### src/hw/rtl/lsti_pkg.sv
// Package for the stitched triangle fan indexer: payload structs, side codes,
// register indexes and field widths. No dependencies.
`timescale 1ns / 1ps
`default_nettype none

package lsti_pkg;

    // Field widths
    localparam int unsigned GRID_W_BITS  = 13;
    localparam int unsigned PATCH_W_BITS = 9;
    localparam int unsigned COORD_BITS   = 9;
    localparam int unsigned LOD_BITS     = 3;
    localparam int unsigned INDEX_BITS   = 24;
    localparam int unsigned CFG_DATA_BITS = 13;
    localparam int unsigned CFG_IDX_BITS  = 1;

    // Register reset values
    localparam logic [GRID_W_BITS-1:0]  GRID_WIDTH_RESET = 13'd257;
    localparam logic [PATCH_W_BITS-1:0] PATCH_SIZE_RESET = 9'd33;

    // Register indexes
    localparam logic [CFG_IDX_BITS-1:0] REG_GRID_WIDTH = 1'd0;
    localparam logic [CFG_IDX_BITS-1:0] REG_PATCH_SIZE = 1'd1;

    // Fan walk order around the quad center
    typedef enum logic [1:0] {
        SIDE_LEFT   = 2'd0,
        SIDE_TOP    = 2'd1,
        SIDE_RIGHT  = 2'd2,
        SIDE_BOTTOM = 2'd3
    } t_side;

    // One quad description
    typedef struct packed {
        logic [COORD_BITS-1:0] quad_x;
        logic [COORD_BITS-1:0] quad_z;
        logic [LOD_BITS-1:0]   core_lod;
        logic                  left_coarser;
        logic                  right_coarser;
        logic                  top_coarser;
        logic                  bottom_coarser;
    } t_quad_in;

    // One triangle of the fan
    typedef struct packed {
        logic [INDEX_BITS-1:0] center_vertex;
        logic [INDEX_BITS-1:0] second_vertex;
        logic [INDEX_BITS-1:0] third_vertex;
        logic                  last_triangle;
    } t_tri_out;

endpackage

`default_nettype wire

### src/hw/rtl/lod_stitched_triangle_fan_indexer_top.sv
// Stitched triangle fan indexer: turns one terrain quad into its 4 to 8 fan triangles.
// Depends on lsti_pkg.
`timescale 1ns / 1ps
`default_nettype none

// A quad beat is taken into a walker register, where the row multiply
// (quad_z times grid_width) and the center index are settled in the accept
// cycle. The walker then sends one triangle per cycle, while the output register is
// free or draining, into that register. A quad gives 8 triangles with all sides at
// the core level and one fewer for each coarser border side, down to 4 when all four
// sides are coarser (a patch that holds a single quad). The next quad is accepted in
// the cycle the last triangle of the current one moves to the output register, so
// quads follow with no gap. Indices are relative to the patch base and wrap modulo
// 2^24. Registers grid_width (index 0) and patch_size (index 1) are written through
// the plain write port; the user must write them only while idle (not enforced).
module lod_stitched_triangle_fan_indexer_top (
    input  wire                                  i_clk,
    input  wire                                  i_rst_n,
    // Configuration write port
    input  wire                                  i_cfg_we,
    input  wire [lsti_pkg::CFG_IDX_BITS-1:0]     i_cfg_idx,
    input  wire [lsti_pkg::CFG_DATA_BITS-1:0]    i_cfg_wdata,
    // Quad input channel
    input  wire                                  i_in_valid,
    output logic                                 o_in_ready,
    input  lsti_pkg::t_quad_in                   i_in_data,
    // Triangle output channel
    output logic                                 o_out_valid,
    input  wire                                  i_out_ready,
    output lsti_pkg::t_tri_out                   o_out_data
);

    // Configuration registers
    logic [lsti_pkg::GRID_W_BITS-1:0]  r_grid_width;
    logic [lsti_pkg::PATCH_W_BITS-1:0] r_patch_size;

    // Walker state
    logic                               r_busy, n_busy;
    lsti_pkg::t_side                    r_side, n_side;
    logic                               r_half, n_half;
    logic [3:0]                         r_coarse, n_coarse;
    logic [lsti_pkg::LOD_BITS-1:0]      r_core, n_core;
    logic [lsti_pkg::INDEX_BITS-1:0]    r_cur, n_cur;
    logic [lsti_pkg::INDEX_BITS-1:0]    r_center, n_center;

    // Output register
    logic                               r_out_valid, n_out_valid;
    lsti_pkg::t_tri_out                 r_out, n_out;

    // Handshake and walk control
    logic                               w_emit;
    logic                               w_last;
    logic                               w_side_coarse;
    logic                               w_accept;

    // Load-time arithmetic
    logic [lsti_pkg::COORD_BITS-1:0]    w_step;
    logic [lsti_pkg::COORD_BITS-1:0]    w_fan;
    logic signed [10:0]                 w_endpos;
    logic [21:0]                        w_row;
    logic [lsti_pkg::INDEX_BITS-1:0]    w_base;
    logic [lsti_pkg::INDEX_BITS-1:0]    w_row_step;

    // Walk arithmetic
    logic [3:0]                         w_shift;
    logic [lsti_pkg::INDEX_BITS-1:0]    w_mag;
    logic [lsti_pkg::INDEX_BITS-1:0]    w_amt;
    logic [lsti_pkg::INDEX_BITS-1:0]    w_next;

    // A triangle leaves the walker when the output register is free or draining.
    always_comb begin
        w_side_coarse = r_coarse[r_side];
        w_emit        = r_busy && (!r_out_valid || i_out_ready);
        w_last        = (r_side == lsti_pkg::SIDE_BOTTOM) && (w_side_coarse || r_half);
        o_in_ready    = !r_busy || (w_emit && w_last);
        w_accept      = i_in_valid && o_in_ready;
    end

    // Quad setup: border tests, base and center indices.
    always_comb begin
        w_step     = lsti_pkg::COORD_BITS'(1) << i_in_data.core_lod;
        w_fan      = lsti_pkg::COORD_BITS'(2) << i_in_data.core_lod;
        w_endpos   = $signed({2'b00, r_patch_size}) - 11'sd1 - $signed({2'b00, w_fan});
        w_row      = 22'(i_in_data.quad_z * r_grid_width);
        w_base     = 24'(w_row) + 24'(i_in_data.quad_x);
        w_row_step = 24'({11'b0, r_grid_width} << i_in_data.core_lod);
    end

    // Current edge step: grid rows on left and right, columns on top and bottom.
    always_comb begin
        w_shift = {1'b0, r_core} + {3'b000, w_side_coarse};
        if ((r_side == lsti_pkg::SIDE_LEFT) || (r_side == lsti_pkg::SIDE_RIGHT)) begin
            w_mag = {11'b0, r_grid_width};
        end else begin
            w_mag = 24'd1;
        end
        w_amt = w_mag << w_shift;
        if ((r_side == lsti_pkg::SIDE_RIGHT) || (r_side == lsti_pkg::SIDE_BOTTOM)) begin
            w_next = r_cur - w_amt;
        end else begin
            w_next = r_cur + w_amt;
        end
    end

    // Next state of the walker and the output register.
    always_comb begin
        n_busy      = r_busy;
        n_side      = r_side;
        n_half      = r_half;
        n_coarse    = r_coarse;
        n_core      = r_core;
        n_cur       = r_cur;
        n_center    = r_center;
        n_out_valid = r_out_valid;
        n_out       = r_out;

        if (w_emit) begin
            n_out_valid            = 1'b1;
            n_out.center_vertex    = r_center;
            n_out.second_vertex    = r_cur;
            n_out.third_vertex     = w_next;
            n_out.last_triangle    = w_last;
            n_cur                  = w_next;
            if (w_side_coarse || r_half) begin
                n_side = lsti_pkg::t_side'(r_side + 2'd1);
                n_half = 1'b0;
            end else begin
                n_half = 1'b1;
            end
            if (w_last) begin
                n_busy = 1'b0;
            end
        end else if (i_out_ready) begin
            n_out_valid = 1'b0;
        end

        if (w_accept) begin
            n_busy      = 1'b1;
            n_side      = lsti_pkg::SIDE_LEFT;
            n_half      = 1'b0;
            n_core      = i_in_data.core_lod;
            n_cur       = w_base;
            n_center    = w_base + w_row_step + 24'(w_step);
            // Coarse flags in walk order: left, top, right, bottom.
            n_coarse[0] = (i_in_data.quad_x == '0) && i_in_data.left_coarser;
            n_coarse[1] = ($signed({2'b00, i_in_data.quad_z}) == w_endpos)
                          && i_in_data.top_coarser;
            n_coarse[2] = ($signed({2'b00, i_in_data.quad_x}) == w_endpos)
                          && i_in_data.right_coarser;
            n_coarse[3] = (i_in_data.quad_z == '0) && i_in_data.bottom_coarser;
        end
    end

    // Control registers and configuration.
    always_ff @(posedge i_clk) begin
        if (!i_rst_n) begin
            r_busy       <= 1'b0;
            r_out_valid  <= 1'b0;
            r_side       <= lsti_pkg::SIDE_LEFT;
            r_half       <= 1'b0;
            r_grid_width <= lsti_pkg::GRID_WIDTH_RESET;
            r_patch_size <= lsti_pkg::PATCH_SIZE_RESET;
        end else begin
            r_busy      <= n_busy;
            r_out_valid <= n_out_valid;
            r_side      <= n_side;
            r_half      <= n_half;
            if (i_cfg_we) begin
                unique case (i_cfg_idx)
                    lsti_pkg::REG_GRID_WIDTH: r_grid_width <= i_cfg_wdata;
                    lsti_pkg::REG_PATCH_SIZE:
                        r_patch_size <= i_cfg_wdata[lsti_pkg::PATCH_W_BITS-1:0];
                    default: ;
                endcase
            end
        end
    end

    // Payload registers.
    always_ff @(posedge i_clk) begin
        r_coarse <= n_coarse;
        r_core   <= n_core;
        r_cur    <= n_cur;
        r_center <= n_center;
        r_out    <= n_out;
    end

    assign o_out_valid = r_out_valid;
    assign o_out_data  = r_out;

`ifndef ASSERT_OFF
    // A new quad always starts its walk on the first half of the left side.
    a_start_left: assert property (@(posedge i_clk) disable iff (!i_rst_n)
        w_accept |=> (r_busy && (r_side == lsti_pkg::SIDE_LEFT) && !r_half))
        else $error("fan walk did not restart on the left side");

    // The walker holds its position while the output register is stalled.
    a_hold_stall: assert property (@(posedge i_clk) disable iff (!i_rst_n)
        (r_busy && r_out_valid && !i_out_ready) |=> ($stable(r_cur) && $stable(r_side)))
        else $error("walker moved during an output stall");

    // The fan center stays fixed until the next quad is loaded.
    a_center_fixed: assert property (@(posedge i_clk) disable iff (!i_rst_n)
        (r_busy && !w_accept) |=> $stable(r_center))
        else $error("fan center changed inside a quad");

    // A triangle that is not the last one keeps the walker busy.
    a_not_last_busy: assert property (@(posedge i_clk) disable iff (!i_rst_n)
        (w_emit && !w_last) |=> r_busy)
        else $error("walker went idle before the last triangle");

    // A beat that ends a quad carries the last flag on the output.
    a_last_flag: assert property (@(posedge i_clk) disable iff (!i_rst_n)
        (w_emit && w_last) |=> (o_out_valid && o_out_data.last_triangle))
        else $error("last triangle flag missing");
`endif

endmodule

`default_nettype wire

### config.mk
export PLATFORM = sky130hd
export DESIGN_NAME = lod_stitched_triangle_fan_indexer_top
export DESIGN_NICKNAME = d
export VERILOG_FILES = /design/src/hw/rtl/lsti_pkg.sv /design/src/hw/rtl/lod_stitched_triangle_fan_indexer_top.sv
export SDC_FILE = /design/constraint.sdc
export NUM_CORES = 1
export LEC_CHECK = 0
export ABC_AREA = 0
export BUFFER_PORTS_ARGS = -buffer_cell sky130_fd_sc_hd__clkbuf_2
export CORE_UTILIZATION = 46
export CTS_CLUSTER_SIZE = 20
export DETAILED_ROUTE_END_ITERATION = 8
export PLACE_DENSITY = 0.73
export SETUP_SLACK_MARGIN = 0.3
export SLEW_MARGIN = 15
export SYNTH_ARGS = -nofsm -noshare
export SYNTH_HDL_FRONTEND = slang
export SYNTH_SLANG_ARGS = --single-unit
### constraint.sdc
create_clock -name i_clk -period 7 [get_ports i_clk]
set_input_delay 0.35 -clock i_clk [delete_from_list [all_inputs] [get_ports i_clk]]
set_output_delay 0.35 -clock i_clk [all_outputs]
set_load 0.05 [all_outputs]
; Word level (Yosys, flattened, before mapping)
; Index checks and enable logic that the tools add are counted.
[word_totals]
ff_bits = 155
in_bits = 44
output_inout_bits = 75
elab_cells = 73
[classes]
n_addsub = 9
n_mul = 1
order_cmp = 1
n_eq_ne = 4
shifts = 4
muxes = 12
bitwise = 2
n_reduce_logical = 26
[ops]
columns = cell, count
row1 = two-way mux 24 bit, 3
row2 = adder 23 x 24 -> 24 bit, 1
row3 = adder 24 bit, 1
row4 = adder 24 x 9 -> 24 bit, 1
row5 = left shift 13 x 3 -> 24 bit, 1
row6 = left shift 24 x 4 -> 24 bit, 1
row7 = subtractor 24 bit, 1
row8 = adder 22 x 9 -> 23 bit, 1
row9 = equality test 10 x 11 -> 1 bit, 2
row10 = multiplier 9 x 13 -> 22 bit, 1
row11 = logical NOT 9 bit, 2
row12 = two-way mux 13 bit, 1
row13 = subtractor 10 x 10 -> 11 bit, 1
row14 = subtractor 9 x 1 -> 10 bit (second input constant), 1
row15 = left shift 1 x 3 -> 9 bit (first input constant), 1
row16 = left shift 2 x 3 -> 9 bit (first input constant), 1
row17 = logical AND 1 bit, 8
row18 = AND reduction 2 bit, 4
row19 = two-way mux 1 bit, 7
row20 = nonzero test 2 bit, 3
row21 = logical OR 1 bit, 5
row22 = adder 3 x 1 -> 4 bit, 1
row23 = equality test 2 bit (second input constant), 2
row24 = < comparator 2 x 3 -> 1 bit (second input constant), 1
row25 = other kinds (6), 8

; Logic depth before layout (Yosys ltp)
; Gate-level depths: netlist of run 1.
[depth]
ltp_word = 9
ltp_mapped = 31
ltp_nobuf = 30

; Worst setup path after synthesis of run 1
; Ideal clock, no wire load.
[synth_timing]
path_type = input -> register
startpoint = input i_in_data[7] in the netlist's numbering
endpoint = register r_center[21] in the netlist's numbering, data pin
setup_time_ps = 269
arrival_time_ps = 6846
required_time_ps = 6731
path_slack_ps = -115
path_stages = 31
cell_sequence = clkbuf_1 > nand2_1 > fa_1 > inv_1 > fa_1 > inv_1 > fa_1 > inv_1 > fa_1 > inv_1 > fa_1 > inv_1 > ha_1 > o21ai_1 > nand2b_1 > o41ai_1 > o41ai_1 > a21o_1 > a21oi_1 > xnor2_1 > ha_1 > ha_1 > a21o_1 > a21o_1 > a21o_1 > a21o_1 > a21o_1 > a21o_1 > a21o_1 > a41oi_1 > xor2_1
[synth_between]
elab_chain_len = 4
[synth_rtl]
columns = item, line
row1 = "start, declared", lod_stitched_triangle_fan_indexer_top.sv:26  ; input lsti_pkg::t_quad_in i_in_data,
row2 = multiplier 9 x 13 -> 22 bit, lod_stitched_triangle_fan_indexer_top.sv:84  ; w_row = 22'(i_in_data.quad_z * r_grid_width);
row3 = adder 22 x 9 -> 23 bit, lod_stitched_triangle_fan_indexer_top.sv:85  ; w_base = 24'(w_row) + 24'(i_in_data.quad_x);
row4 = adder 23 x 24 -> 24 bit, lod_stitched_triangle_fan_indexer_top.sv:143  ; n_center = w_base + w_row_step + 24'(w_step);
row5 = adder 24 x 9 -> 24 bit, lod_stitched_triangle_fan_indexer_top.sv:143
row6 = "end signal, assigned", lod_stitched_triangle_fan_indexer_top.sv:184  ; r_center <= n_center;
row7 = "end, declared", lod_stitched_triangle_fan_indexer_top.sv:44  ; logic [lsti_pkg::INDEX_BITS-1:0] r_center, n_center;
; Every way passes these cells.
; A chain may end at the register's enable or synchronous reset.

; Worst setup path after layout of run 1
[layout_timing]
startpoint = register r_grid_width[5] in the netlist's numbering
endpoint = register r_center[21] in the netlist's numbering, data pin
[layout_between]
elab_chain_len = 4
word_cells_on_any_way = 5
cone_classes = add/sub: 3 / mul: 1 / shift: 1
[layout_rtl]
columns = item, line
row1 = "start, declared", lod_stitched_triangle_fan_indexer_top.sv:34  ; logic [lsti_pkg::GRID_W_BITS-1:0] r_grid_width;
row2 = "start signal, assigned", lod_stitched_triangle_fan_indexer_top.sv:161  ; r_grid_width <= lsti_pkg::GRID_WIDTH_RESET;
row3 = "start signal, assigned", lod_stitched_triangle_fan_indexer_top.sv:170  ; lsti_pkg::REG_GRID_WIDTH: r_grid_width <= i_cfg_wdata;
row4 = multiplier 9 x 13 -> 22 bit, lod_stitched_triangle_fan_indexer_top.sv:84
row5 = adder 22 x 9 -> 23 bit, lod_stitched_triangle_fan_indexer_top.sv:85
row6 = adder 23 x 24 -> 24 bit *, lod_stitched_triangle_fan_indexer_top.sv:143
row7 = adder 24 x 9 -> 24 bit *, lod_stitched_triangle_fan_indexer_top.sv:143
; Mark *: on every way between the ends. The rest lies on a longest branch, timed or not.

==> metrics.yaml, run 1 <==
syn_inst: 1525
first_global_vias: 11480
grt_antenna_before_repair: 0
postSynthNetCount: 1798
synth_fa_ha_area_frac: 0.242
synth.avg_cell_area_um2: 9.66
leakage_power_figure_nw: 8.02
timing.critical_path.required_ns: 7.19
detailroute.via_count: 11855
clock_latency_ns: 0.45
postPlaceCellArea_um2: 16200
path_common_cell: "sky130_fd_sc_hd__a21o_1"
proportion_of_synthesized_flip_flops_having_asynchronous_set_or_reset: 0
grt_first_pass_wirelength_um: 60100
num_rows: 65
average_wire_per_cell_in_the_routed_design_um: 18.1
synth_top_flop_cell: "sky130_fd_sc_hd__edfxtp_1"
worst_path_largest_cell_delay_ns: 0.53
die_width_um: 181
layout.filler_cells: 2829
synth_xor_xnor_area_share: 0.0617
routed_wirelength_um: 38200
yosys_register_bits: 155
grtUsageTotal: 0.236
top_usage_layer: "met2"
synth_most_common_cell: "sky130_fd_sc_hd__nand2_1"
crit_path_top_delay_cell: "sky130_fd_sc_hd__fa_1"
post_synth_and_or_nand_nor_area_fraction: 0.171
initialDrtViolationCount: 875
clockBufferDepth: 2
htreeDepth: 4
cts.reportedPaths.clkPinSlew_ns: 0.07
max_clock_freq_ghz: 0.151
timing.setup.tns_ns: 0
timing_max_transition_violations_final: 0
synth_cell_type_count: 93
worst_r2r_path_depth: 27
drv_cap: 0
worst_slew_margin_rel: 0.357
layout-area-overhead-vs-synth_pct: 16.6
power.share.sequential: 0.250
gpl.final_weighted_congestion: 0.933
worst_hold_path_type: "in2reg"
yosysSeqAreaShare: 0.298
clockRootBuffer: "sky130_fd_sc_hd__clkbuf_16"
rrSetupSlack_ns: 0.36
final-seq-area_um2: 4410
timing.final.hold_violations: 0
whs_path_depth: 3
power-per-cell-area_nw_per_um2: 357
dominant_combinational_cell_family_by_area_after_synthesis: "adder cells"
grt_util_met3: 0.0433
biggest_fanout_along_the_worst_timing_path: 4
layout-drive-gt1-share: 0.206
post-route-worst-setup-slack_ns: 0.359
yosysTopAreaCellShare: 0.261
switching_power_mw: 2.71
netSwitchingFraction: 0.442
run_status: "complete, no violations"
internal_power_mw: 3.42
dp.final_hpwl_um: 30300
path_delay_family: "adder cells"
ys.warnings.count: 0
signal_arrival_time_at_the_worst_endpoint_ns: 6.83
synth_edf_count: 128
tritoncts_num_sinks: 155
worst-setup-path-type: "reg2reg"
irDropWorstVdd_uv: 233
critical_register_to_register_path_endpoint: "r_center[21]$_DFFE_PP_"
route.detailed.vias_per_inst: 5.62
power.share.combinational: 0.600
finalNetCount: 1967
core_area_um2: 31600
die_area_um2: 32700
synthTopCellsByCount: "sky130_fd_sc_hd__nand2_1 (202), sky130_fd_sc_hd__ha_1 (135), sky130_fd_sc_hd__inv_1 (132)"
detailedPlace.worstSlack_ns: -0.0730
diodes: 0
post-route-cell-area_um2: 17200
grt_setup_unrepaired: "true"
ys_top_cells_by_area: "sky130_fd_sc_hd__edfxtp_1 (26%), sky130_fd_sc_hd__fa_1 (13%), sky130_fd_sc_hd__ha_1 (11%), sky130_fd_sc_hd__nand2_1 (5.1%), sky130_fd_sc_hd__dfxtp_1 (3.7%)"
reg2reg_from: "r_grid_width[5]$_SDFFE_PN0P_"
grt_util_met2: 0.387
tritoncts_clock_tree: "built"
drtPass1Iterations: 5
critical_path.n_buffers_inverters: 2
fp.dieH_um: 181
min_delay_worst_endpoint: "r_grid_width[9]$_SDFFE_PN0P_"
remaining_drcs: 0
number_of_setup_violations_in_the_final_report: 0
global_route.overflow_total: 0
holdCritStartpoint: "i_cfg_wdata[9]"
buffer_ports.inserted: 118
timing.critical_path.to_type: "flip-flop"
holdBufCountCts: 0
cts_buf_count: 17
boundaryPins: 119
fin_worst_hold_slack_ns: 0.133
synth_area_leader_cell: "sky130_fd_sc_hd__edfxtp_1"
final.setup_skew_ns: 0.00816
multi_input_area_um2: 9850
maximum_number_of_pins_on_one_net_before_global_route_repair: 71
detail-route-antenna-nets: 0
share_of_the_synthesized_area_in_compound_gates_ao_oa_aoi_oai: 0.132
clock_power_share: 0.150
timing.critical_path.from_type: "flip-flop"
min_period_over_period: 0.949
synth_mux_area_frac: 0.0438
period_minus_slack_ns: 6.64
initial_core_util: 0.467
worst_slew_pin_slew_ns: 0.964
global_route.usage.met1: 0.313
mappedNetlistArea_um2: 14700
[tightest hold or removal path, stage by stage]
cell	delay, ns
sky130_fd_sc_hd__clkbuf_2	0.08
sky130_fd_sc_hd__nand2_1	0.04
sky130_fd_sc_hd__a21boi_0	0.06
[power groups by stage]
stage | Sequential (mW) | Clock [mW] | Combinational (mW)
6_report | 1.53 | 0.920 | 3.68
3_3_place_gp | 1.54 | 0 | 3.36
2_1_floorplan | 1.85 | 0 | 2.10
4_1_cts | 1.53 | 0.938 | 3.53
5_1_grt | 1.55 | 0.970 | 4.02
3_5_place_dp | 1.55 | 0 | 3.42
[cells in the final DEF, fill, tap and decap left out, drive strengths merged, types with 15 or more instances in the layout]
cell,n
a21boi,29
a21o,35
a21oi,56
and2,74
buf,95
clkbuf,135
dfxtp,27
edfxtp,128
fa,94
ha,135
inv,140
mux2,18
mux2i,21
nand2,202
nand2b,16
nand3,15
nor2,95
nor3,34
o21a,24
o21ai,47
xnor2,57
xor2,40
[worst max path at each step]
| stage | slack (ns) | startpoint | endpoint | cells past startpoint |
|---|---|---|---|---|
| 2_1_floorplan | 0.30 | i_in_data[7] | r_center[21]$_DFFE_PP_ | 31 |
| 3_3_place_gp | 0.1 | i_in_data[8] | r_center[21]$_DFFE_PP_ | 31 |
| 3_5_place_dp | -0.07 | i_in_data[7] | r_center[20]$_DFFE_PP_ | 26 |
| 4_1_cts | 0.31 | r_grid_width[5]$_SDFFE_PN0P_ | r_center[21]$_DFFE_PP_ | 30 |
| 5_1_grt | 0.15 | r_grid_width[5]$_SDFFE_PN0P_ | r_center[20]$_DFFE_PP_ | 29 |
| 6_report | 0.36 | r_grid_width[5]$_SDFFE_PN0P_ | r_center[21]$_DFFE_PP_ | 27 |
[metrics by stage]
stage	power [mW]	util	std cells
after global routing	6.54	0.545	2109
after detailed placement	4.98	0.514	2064
after CTS	6.00	0.538	2101
final	6.13	0.545	2109
after global placement	4.90	0.514	2064
after floorplan	3.95	-	1525
[cell families (layout without fill, tap and decap cells)]
kind of cell / after synthesis / in the layout
buffers and inverters: 195 / 377
xor gates and xnor gates: 99 / 99
AOI/OAI and AO/OA: 277 / 277
and+or+nand+nor: 521 / 521
DFF: 155 / 155
adders and majority gates: 229 / 229
muxes: 49 / 49
[flip-flops by register name, indices dropped and copies added (netlist names), 2 cells and up]
register / count
o_out_data: 73
r_cur: 24
r_patch_size: 9
r_core: 3
r_grid_width: 13
r_center: 24
r_side: 2
r_coarse: 4
[area by class of cell]
type	count	area share
repair buffers	213	0.0775
clock inverters	15	0.00997
multi-input cells	1175	0.573
clock buffers	17	0.0248
well taps	402	0.0293
inverters	132	0.0288
flip-flops and latches	155	0.256
[routing by layer]
| metal | wire [um] | up-vias | share of wire |
|---|---|---|---|
| li1 | - | 5637 | - |
| met2 | 18100 | 433 | 0.47 |
| met4 | 922 | 0 | 0.024 |
| met5 | 0 | - | 0 |
| met1 | 16700 | 5723 | 0.44 |
| met3 | 2530 | 62 | 0.066 |
[what timing repair did]
item                                    in CTS  in global routing
buffers inserted                             5                  8
pin swaps                                   23                 37
resized for setup                           27                 40
endpoints found under the setup margin       8                 16
(Power assumes the default switching activity.)
==> inputs of run 2 (changes only) <==
--- a/config.mk
+++ b/config.mk
@@ -11,6 +11,7 @@
 export CTS_CLUSTER_SIZE = 20
 export DETAILED_ROUTE_END_ITERATION = 8
 export PLACE_DENSITY = 0.73
+export REMOVE_ABC_BUFFERS = 1
 export SETUP_SLACK_MARGIN = 0.3
 export SLEW_MARGIN = 15
 export SYNTH_ARGS = -nofsm -noshare
==> run 2 against run 1 <==
Sequential power about the same. Worst hold slack better by 0.00058 ns. Global-route usage fell by 0.57 points. Critical path type unchanged. Non-clock buffer count grew 13. Die area unchanged. Wire length decreased by 2.6%. Total power increased by 0.46%. Count of clock-buffer cells in the layout grew 1. Via count shrank 0.38%.
==> metrics.yaml, run 2 (synthesis gave the netlist of run 1 again) <==
run_status: "complete, no violations"  # unchanged
timing.final.hold_violations: 0  # unchanged
max_clock_freq_ghz: 0.148  # was 0.151 GHz
post-route-worst-setup-slack_ns: 0.239  # was 0.359 ns
worst_hold_path_type: "in2reg"  # unchanged
worst-setup-path-type: "reg2reg"  # unchanged
clockRootBuffer: "sky130_fd_sc_hd__clkbuf_16"  # unchanged
clock_latency_ns: 0.45  # about the same
cts_buf_count: 17  # unchanged
timing.critical_path.required_ns: 7.19  # about the same
dp.final_hpwl_um: 29700  # was 30300 um
biggest_fanout_along_the_worst_timing_path: 2  # was 4
timing_max_transition_violations_final: 0  # unchanged
worst_path_largest_cell_delay_ns: 0.54  # was 0.53 ns
routed_wirelength_um: 37200  # was 38200 um
tritoncts_num_sinks: 155  # unchanged
number_of_setup_violations_in_the_final_report: 0  # unchanged
fin_worst_hold_slack_ns: 0.134  # was 0.133 ns
multi_input_area_um2: 9910  # was 9850 um2
timing.critical_path.to_type: "flip-flop"  # unchanged
initial_core_util: 0.467  # unchanged
path_common_cell: "sky130_fd_sc_hd__a21o_1"  # unchanged
power-per-cell-area_nw_per_um2: 356  # was 357 nW/um2
largest_register_ff_count: 73  # unchanged
grt_antenna_before_repair: 0  # unchanged
core_area_um2: 31600  # unchanged
initialDrtViolationCount: 858  # was 875
global_route.overflow_total: 0  # unchanged
critical_register_to_register_path_endpoint: "r_center[21]$_DFFE_PP_"  # unchanged
htreeDepth: 4  # unchanged
signal_arrival_time_at_the_worst_endpoint_ns: 6.95  # was 6.83 ns
layout.filler_cells: 2813  # was 2829
holdCritStartpoint: "i_cfg_wdata[9]"  # unchanged
detailroute.via_count: 11810  # was 11855
leakage_power_figure_nw: 8.08  # was 8.02 nW
worst_slew_pin_slew_ns: 0.950  # was 0.964 ns
layout.cells.most_common_list: "sky130_fd_sc_hd__nand2_1 (198), sky130_fd_sc_hd__edfxtp_1 (128), sky130_fd_sc_hd__inv_1 (127)"  # was sky130_fd_sc_hd__nand2_1 (198), sky130_fd_sc_hd__inv_1 (128), sky130_fd_sc_hd__edfxtp_1 (128)
worst_slew_margin_rel: 0.367  # was 0.357
buffer_ports.inserted: 118  # unchanged
timing.critical_path.from_type: "flip-flop"  # unchanged
detailedPlace.worstSlack_ns: -0.227  # was -0.0730 ns
num_rows: 65  # unchanged
layout-drive-gt1-share: 0.215  # was 0.206
whs_path_depth: 3  # unchanged
rrSetupSlack_ns: 0.24  # was 0.36 ns
final.setup_skew_ns: 0.00915  # was 0.00816 ns
maximum_number_of_pins_on_one_net_before_global_route_repair: 74  # was 71
grt_first_pass_wirelength_um: 59400  # was 60100 um
drtPass1Iterations: 7  # was 5
average_wire_per_cell_in_the_routed_design_um: 17.5  # was 18.1 um
remaining_drcs: 0  # unchanged
fp.dieH_um: 181  # unchanged
die_width_um: 181  # unchanged
grt_setup_unrepaired: "true"  # unchanged
cts.reportedPaths.clkPinSlew_ns: 0.06  # was 0.07 ns
worst_r2r_path_depth: 31  # was 27
reg2reg_from: "r_grid_width[7]$_SDFFE_PN0P_"  # was r_grid_width[5]$_SDFFE_PN0P_
die_area_um2: 32700  # unchanged
fin_cells: 2122  # was 2109
place.detailed.instances: 2078  # was 2064
first_global_vias: 11579  # was 11480
crit_path_top_delay_cell: "sky130_fd_sc_hd__fa_1"  # unchanged
detail-route-antenna-nets: 0  # unchanged
route.detailed.vias_per_inst: 5.57  # was 5.62
clockBufferDepth: 2  # unchanged
layout-area-overhead-vs-synth_pct: 17.3  # was 16.6%
period_minus_slack_ns: 6.76  # was 6.64 ns
boundaryPins: 119  # unchanged
grtUsageTotal: 0.230  # was 0.236
gpl.final_weighted_congestion: 0.906  # was 0.933
final-seq-area_um2: 4400  # was 4410 um2
min_period_over_period: 0.966  # was 0.949
finalNetCount: 1980  # was 1967
mostFrequentLayoutCell: "sky130_fd_sc_hd__nand2_1"  # unchanged
irDropWorstVdd_uv: 228  # was 233 uV
diodes: 0  # unchanged
min_delay_worst_endpoint: "r_grid_width[9]$_SDFFE_PN0P_"  # unchanged
finalCoreUtilization: 0.548  # was 0.545
tritoncts_clock_tree: "built"  # unchanged
drv_cap: 0  # unchanged
## run 2: routing by layer
metal / track usage / share of wire / up-vias
met3: 0.0407 / 0.060 / 55
met4: 0.0620 / 0.018 / 0
met1: 0.309 / 0.44 / 5711
met5: 0 / 0 / -
met2: 0.382 / 0.48 / 384
li1: - / - / 5660
## run 2: through the flow
step | instance area, um2 | power [mW] | TNS (ns)
6_report | 17300 | 6.16 | 0
5_1_grt | 17300 | 6.55 | 0
4_1_cts | 17100 | 5.98 | 0
3_5_place_dp | 16300 | 4.95 | -0.569
3_3_place_gp | 16300 | 4.87 | -0.263
2_1_floorplan | 14500 | 3.91 | 0
## run 2: worst max-delay path by stage
stage | from | to | slack [ns] | cells past startpoint
floorplan | r_grid_width[7]$_SDFFE_PN0P_ | r_center[21]$_DFFE_PP_ | 0.03 | 30
global placement | i_in_data[7] | r_center[21]$_DFFE_PP_ | -0.14 | 32
CTS | r_grid_width[7]$_SDFFE_PN0P_ | r_center[21]$_DFFE_PP_ | 0.31 | 30
detailed placement | i_in_data[7] | r_center[21]$_DFFE_PP_ | -0.23 | 32
finish | r_grid_width[7]$_SDFFE_PN0P_ | r_center[21]$_DFFE_PP_ | 0.24 | 31
global route | r_grid_width[7]$_SDFFE_PN0P_ | r_center[21]$_DFFE_PP_ | 0.05 | 31
## run 2: worst max-delay path, delay by kind of cell (launching register included)
family	cells	cell delay [ns]
and+or+nand+nor	2	0.16
adders and majority gates	8	3.40
xor gates and xnor gates	2	0.24
AOI/OAI and AO/OA	13	1.99
buffers and inverters	6	0.40
DFF	1	0.33
## run 2: where the power goes
group	switching [mW]	total [mW]	leakage [nW]	internal, mW
logic	2.18	3.75	6.35	1.57
registers	0.104	1.52	1.46	1.42
clock network	0.417	0.885	0.272	0.468
total	2.70	6.16	8.08	3.45
## run 2: area by class of cell
type                            instances  share of cell area
Clock buffer                           18              0.0248
Clock inverter                         14             0.00760
Inverter                              132              0.0287
Multi-Input combinational cell       1175               0.573
Sequential cell                       155               0.254
Tap cell                              402              0.0291
Timing Repair Buffer                  226              0.0822
## run 2: timing repair
item,in CTS,in global routing
gates resized for setup,36,33
gates cloned,0,0
setup buffers,5,7
hold buffers,0,0
endpoints found under the setup margin,7,14
pin swaps,21,38
